## src/rtl/core/lds_pkg.sv

```systemverilog
// shared constants and types for the lambertian diffuse shader
package lds_pkg;

  localparam int unsigned CfgIdxW = 3;
  localparam int unsigned CfgDataW = 32;

  localparam logic [CfgIdxW-1:0] REG_BASE_RED = 3'd0;
  localparam logic [CfgIdxW-1:0] REG_BASE_GREEN = 3'd1;
  localparam logic [CfgIdxW-1:0] REG_BASE_BLUE = 3'd2;
  localparam logic [CfgIdxW-1:0] REG_LIGHT_X = 3'd3;
  localparam logic [CfgIdxW-1:0] REG_LIGHT_Y = 3'd4;
  localparam logic [CfgIdxW-1:0] REG_LIGHT_Z = 3'd5;
  localparam logic [CfgIdxW-1:0] REG_INTENSITY = 3'd6;

  localparam logic [31:0] LIGHT_Y_RESET = 32'd1310720;
  localparam logic [15:0] INTENSITY_RESET = 16'd4096;
  localparam logic [15:0] AMBIENT_Q16 = 16'd6554;

  localparam int unsigned InDataW = 144;
  localparam int unsigned OutDataW = 48;
  localparam int unsigned DotW = 49;
  localparam int unsigned Len2W = 64;
  localparam int unsigned LenW = 32;
  localparam int unsigned CosW = 17;

  localparam int unsigned VecLat = 5;
  localparam int unsigned SqrtLat = 32;
  localparam int unsigned DivLat = 18;
  localparam int unsigned ColorLat = 3;
  localparam int unsigned TotalLat = VecLat + SqrtLat + DivLat + ColorLat;

  typedef logic [15:0] color_t;
  typedef logic signed [31:0] pos_t;
  typedef logic signed [15:0] nrm_t;

  typedef struct packed {
    color_t base_red;
    color_t base_green;
    color_t base_blue;
    pos_t   light_x;
    pos_t   light_y;
    pos_t   light_z;
    logic [15:0] intensity;
  } cfg_t;

endpackage

```

## src/rtl/core/lds_sqrt.sv

```systemverilog
// pipelined integer square root, one result bit per stage
module lds_sqrt (
  input  logic clk,
  input  logic rst,
  input  logic en,
  input  logic in_valid,
  input  logic [lds_pkg::Len2W-1:0] x_in,
  input  logic signed [lds_pkg::DotW-1:0] dot_in,
  output logic out_valid,
  output logic [lds_pkg::LenW-1:0] root_out,
  output logic signed [lds_pkg::DotW-1:0] dot_out
);
  import lds_pkg::*;

  logic [35:0] rem [SqrtLat+1];
  logic [LenW-1:0] root [SqrtLat+1];
  logic [Len2W-1:0] xs [SqrtLat+1];
  logic signed [DotW-1:0] dp [SqrtLat+1];
  logic [SqrtLat-1:0] v;

  assign rem[0] = '0;
  assign root[0] = '0;
  assign xs[0] = x_in;
  assign dp[0] = dot_in;

  always_ff @(posedge clk) begin
    if (rst) begin
      v <= '0;
    end else if (en) begin
      v <= {v[SqrtLat-2:0], in_valid};
    end
  end

  for (genvar g = 0; g < SqrtLat; g++) begin : g_stage
    logic [35:0] rsh;
    logic [35:0] trial;
    logic ge;
    assign rsh = {rem[g][33:0], xs[g][Len2W-1:Len2W-2]};
    assign trial = {2'b00, root[g], 2'b01};
    assign ge = rsh >= trial;

    always_ff @(posedge clk) begin
      if (en) begin
        rem[g+1] <= ge ? rsh - trial : rsh;
        root[g+1] <= {root[g][LenW-2:0], ge};
        xs[g+1] <= {xs[g][Len2W-3:0], 2'b00};
        dp[g+1] <= dp[g];
      end
    end
  end

  assign out_valid = v[SqrtLat-1];
  assign root_out = root[SqrtLat];
  assign dot_out = dp[SqrtLat];

endmodule

```

## config.mk

```make
export PLATFORM = sky130hd
export DESIGN_NAME = lds_sqrt
export DESIGN_NICKNAME = d
export VERILOG_FILES = /design/src/rtl/core/lds_pkg.sv /design/src/rtl/core/lds_sqrt.sv
export SDC_FILE = /design/constraint.sdc
export NUM_CORES = 2
export LEC_CHECK = 0
export BUFFER_PORTS_ARGS = -buffer_cell sky130_fd_sc_hd__buf_2
export CORE_ASPECT_RATIO = 1.2
export CORE_MARGIN = 2
export CORE_UTILIZATION = 40
export DETAILED_ROUTE_END_ITERATION = 8
export PLACE_DENSITY_LB_ADDON = 0.1
export SLEW_MARGIN = 20
export SYNTH_ARGS = -nofsm -noshare
export SYNTH_HDL_FRONTEND = slang
export SYNTH_SLANG_ARGS = --single-unit
```

## constraint.sdc

```tcl
create_clock -name clk -period 8.33 [get_ports clk]
set_input_delay 2.499 -clock clk [delete_from_list [all_inputs] [get_ports clk]]
set_output_delay 2.499 -clock clk [all_outputs]
set_load 0.005 [all_outputs]
```

==> qor.txt <==
Status - completed
Final setup skew - 56.73 ps
Layout area overhead - 12.94%
IO Port Bufs - 198
R2r endpoint - g_stage[31].rsh[8]
FP Rows - 258
Period minus WS final - 4310 ps
Worst Hold Path EP - dp[636]
Leak - 68.62 nW
Drt total wl - 310100 um
Worst Setup Path Type - reg -> reg
Setup bufs post-CTS - 0
DR vias/cell - 4.993
TritonCTS clock tree - built
Final setup fails - 0
Detailed Place HPWL - 210700 um
Slew Limit Fails - 0
Clk pin slew, worst setup/hold paths - 60 ps
Async set-or-reset flop fraction in the synthesized netlist - 0%
Top cell types by occurrence after synthesis - edfxtp_1 (4091), inv_1 (743), nor2_1 (585)
Nets@finish - 11910
Crit path DAT - 5010 ps
Reg2Reg Depth - 12
Syn avg cell area - 15.43 sq um
Pwr Density - 280.6 nW/um^2
Cell taking the most area after synthesis - edfxtp_1
Total grt overflow - 0
Syn_nets - 11410
#FFs+latches synth - 4123
CTS Hold Bufs - 0
Share of layout cells above drive strength 1 - 9.134%
H-tree Lvls - 5
Primary FF master, synth - edfxtp_1
Max-slew headroom - 23.32%
Pre-CTS WS - 3331 ps
Worst Tran Pin Value - 1140 ps
Fin. Hold Viols - 0
Worst endpoint required time - 9030 ps
Initial antenna violation count - 5
Critical Path Fanout Max - 51
Gr usage total - 14.63%
Root Driver - clkbuf_16
Most numerous cell in the Yosys netlist - edfxtp_1
Initial Util - 40.19%
Max cap viols - 0
Largest buffer count on any clock path - 4
Syn Std Cell Area - 165600 sq um
Core area - 411900 sq um
Hold_sp - dp[685]
Global-route wire length before repair - 486800 um
1st-iter DRT viols - 5651
Hold path depth - 0
I/O pin cnt - 199
Fin crit share - 51.74%
Die ar. - 419100 sq um
Highest Clock Rate - 0.2320 GHz
Setup_tns - 0 ps
Area share of the largest cell type after synthesis - 74.20%
Die height - 708.7 um
Clock latency on the worst-skew pair - 1000 ps
Drt wl/cell - 18.19 um
Cts bufs inserted - 424
Post-route setup slack - 4020 ps
Placer Congestion - 0.8913
Synth top area cells - edfxtp_1 (74%), ha_1 (4.2%), xnor2_1 (2.2%)
Max VDD drop - 178.7 uV
Hold Path Class - reg -> reg
R2R setup slack - 4020 ps
Yosys warning count - 0
Post-CTS Resized - 0
Startpoint Class - flop
Synth unique cells - 98
Vias in the first global route - 87800
Crit end category - flop
Post-synthesis sequential area ratio - 74.59%
DRT antenna net count - 0
Die Width - 591.3 um
Residual DRC count - 0
Largest net degree at the start of global routing - 181
EDFF count, synth - 4091
Via count - 85100
CTS sink count - 4123
RSZ-0062 raised after global routing - false
RR Startpoint - g_stage[30].trial[2]
DRT Pass-1 Iters - 6
Gate Count Post-Synth - 10730
==> report_power, final <==
part | switching, mW | total [mW] | internal (mW)
registers | 1.16 | 26.6 | 25.4
clock network | 7.95 | 18.4 | 10.5
logic | 4.42 | 7.48 | 3.06
==> per-layer routing <==
layer	routed length, um	vias to the layer above	track usage, %
li1	-	41240	-
met1	121700	41630	16.62
met2	164700	1594	27.30
met3	11620	637	2.225
met4	12190	0	5.833
met5	0	-	0
==> worst max-delay path, stage by stage, from the launching register on <==
cell and delay, ps:
edfxtp_1 380, inv_1 60, ha_1 350, nor2b_1 150, o21ai_0 110, a21boi_0 340, o21ai_0 340, o31ai_1 590
a31o_2 360, a21oi_1 170, o21ai_4 230, buf_4 480, mux2_2 410
==> how the worst max path moves through the flow <==
stage / start / to / slack, ps / depth (start not counted)
detailed placement: en / g_stage[29].rsh[29] / 3330 / 3
global route: g_stage[15].rsh[2] / g_stage[16].rsh[32] / 3700 / 11
CTS: g_stage[19].rsh[1] / g_stage[20].rsh[29] / 3960 / 13
finish: g_stage[30].trial[2] / g_stage[31].rsh[8] / 4020 / 12
floorplan: en / v[10] / 4780 / 4
global placement: en / g_stage[29].rsh[28] / 3450 / 3
==> state kept, by name, indices dropped and copies added, names as in the netlist <==
signal         cells
root_out          32
g_stage.rsh     1065
xs               930
g_stage.trial    496
dp              1519
v                 32
dot_out           49
==> through the flow <==
step	cell area (sq um)	std cells	utilization [%]	total power, mW	hold slack, ps
after global placement	173400	16260	42.10	34.30	400.2
after global routing	187000	17040	45.39	55.12	404.7
after CTS	187000	17040	45.39	53.32	394.9
after detailed placement	173400	16260	42.10	34.50	404.5
after floorplan	165600	10730	-	31.81	400.3
final	187000	17050	45.39	52.46	395.3
==> cell families (layout without fill, tap and decap cells) <==
group,after synthesis,after routing,share of synthesized area [%]
AOI/OAI and AO/OA,1829,1829,6.847
xor gates and xnor gates,829,829,4.386
adders and majority gates,562,562,4.247
buffers and inverters,967,1823,2.314
DFF,4123,4123,74.59
muxes,108,108,0.7066
other,1,4,0.002265
and+or+nand+nor,2308,2308,6.907
==> layout by cell type, fill, tap and decap left out, types with 55 or more instances in the layout <==
cell type	n
a21o_1	256
xnor2_1	422
o31ai_1	60
ha_1	562
nand4_1	96
nor2b_1	76
nor3_1	214
o21a_1	113
edfxtp_1	4091
nand2_1	578
or4_1	55
nand3_1	150
inv_1	743
clkbuf_16	424
nand2b_1	110
buf_4	75
clkbuf_1	86
or3_1	97
a21oi_1	571
xor2_1	407
clkinv_2	93
nor2_1	585
o21ai_0	465
clkinv_1	94
buf_2	197
mux2_2	67
nor4_1	118
==> layout make-up <==
cell class	count	area, sq um
Antenna cell	3	7.507
Clock buffer	514	10990
Clock inverter	268	2574
Fill cell	36240	224900
Inverter	748	2808
Multi-Input combinational cell	5637	38320
Sequential cell	4123	123500
Tap cell	5460	6832
Timing Repair Buffer	293	1969
(Power assumes the default switching activity.)
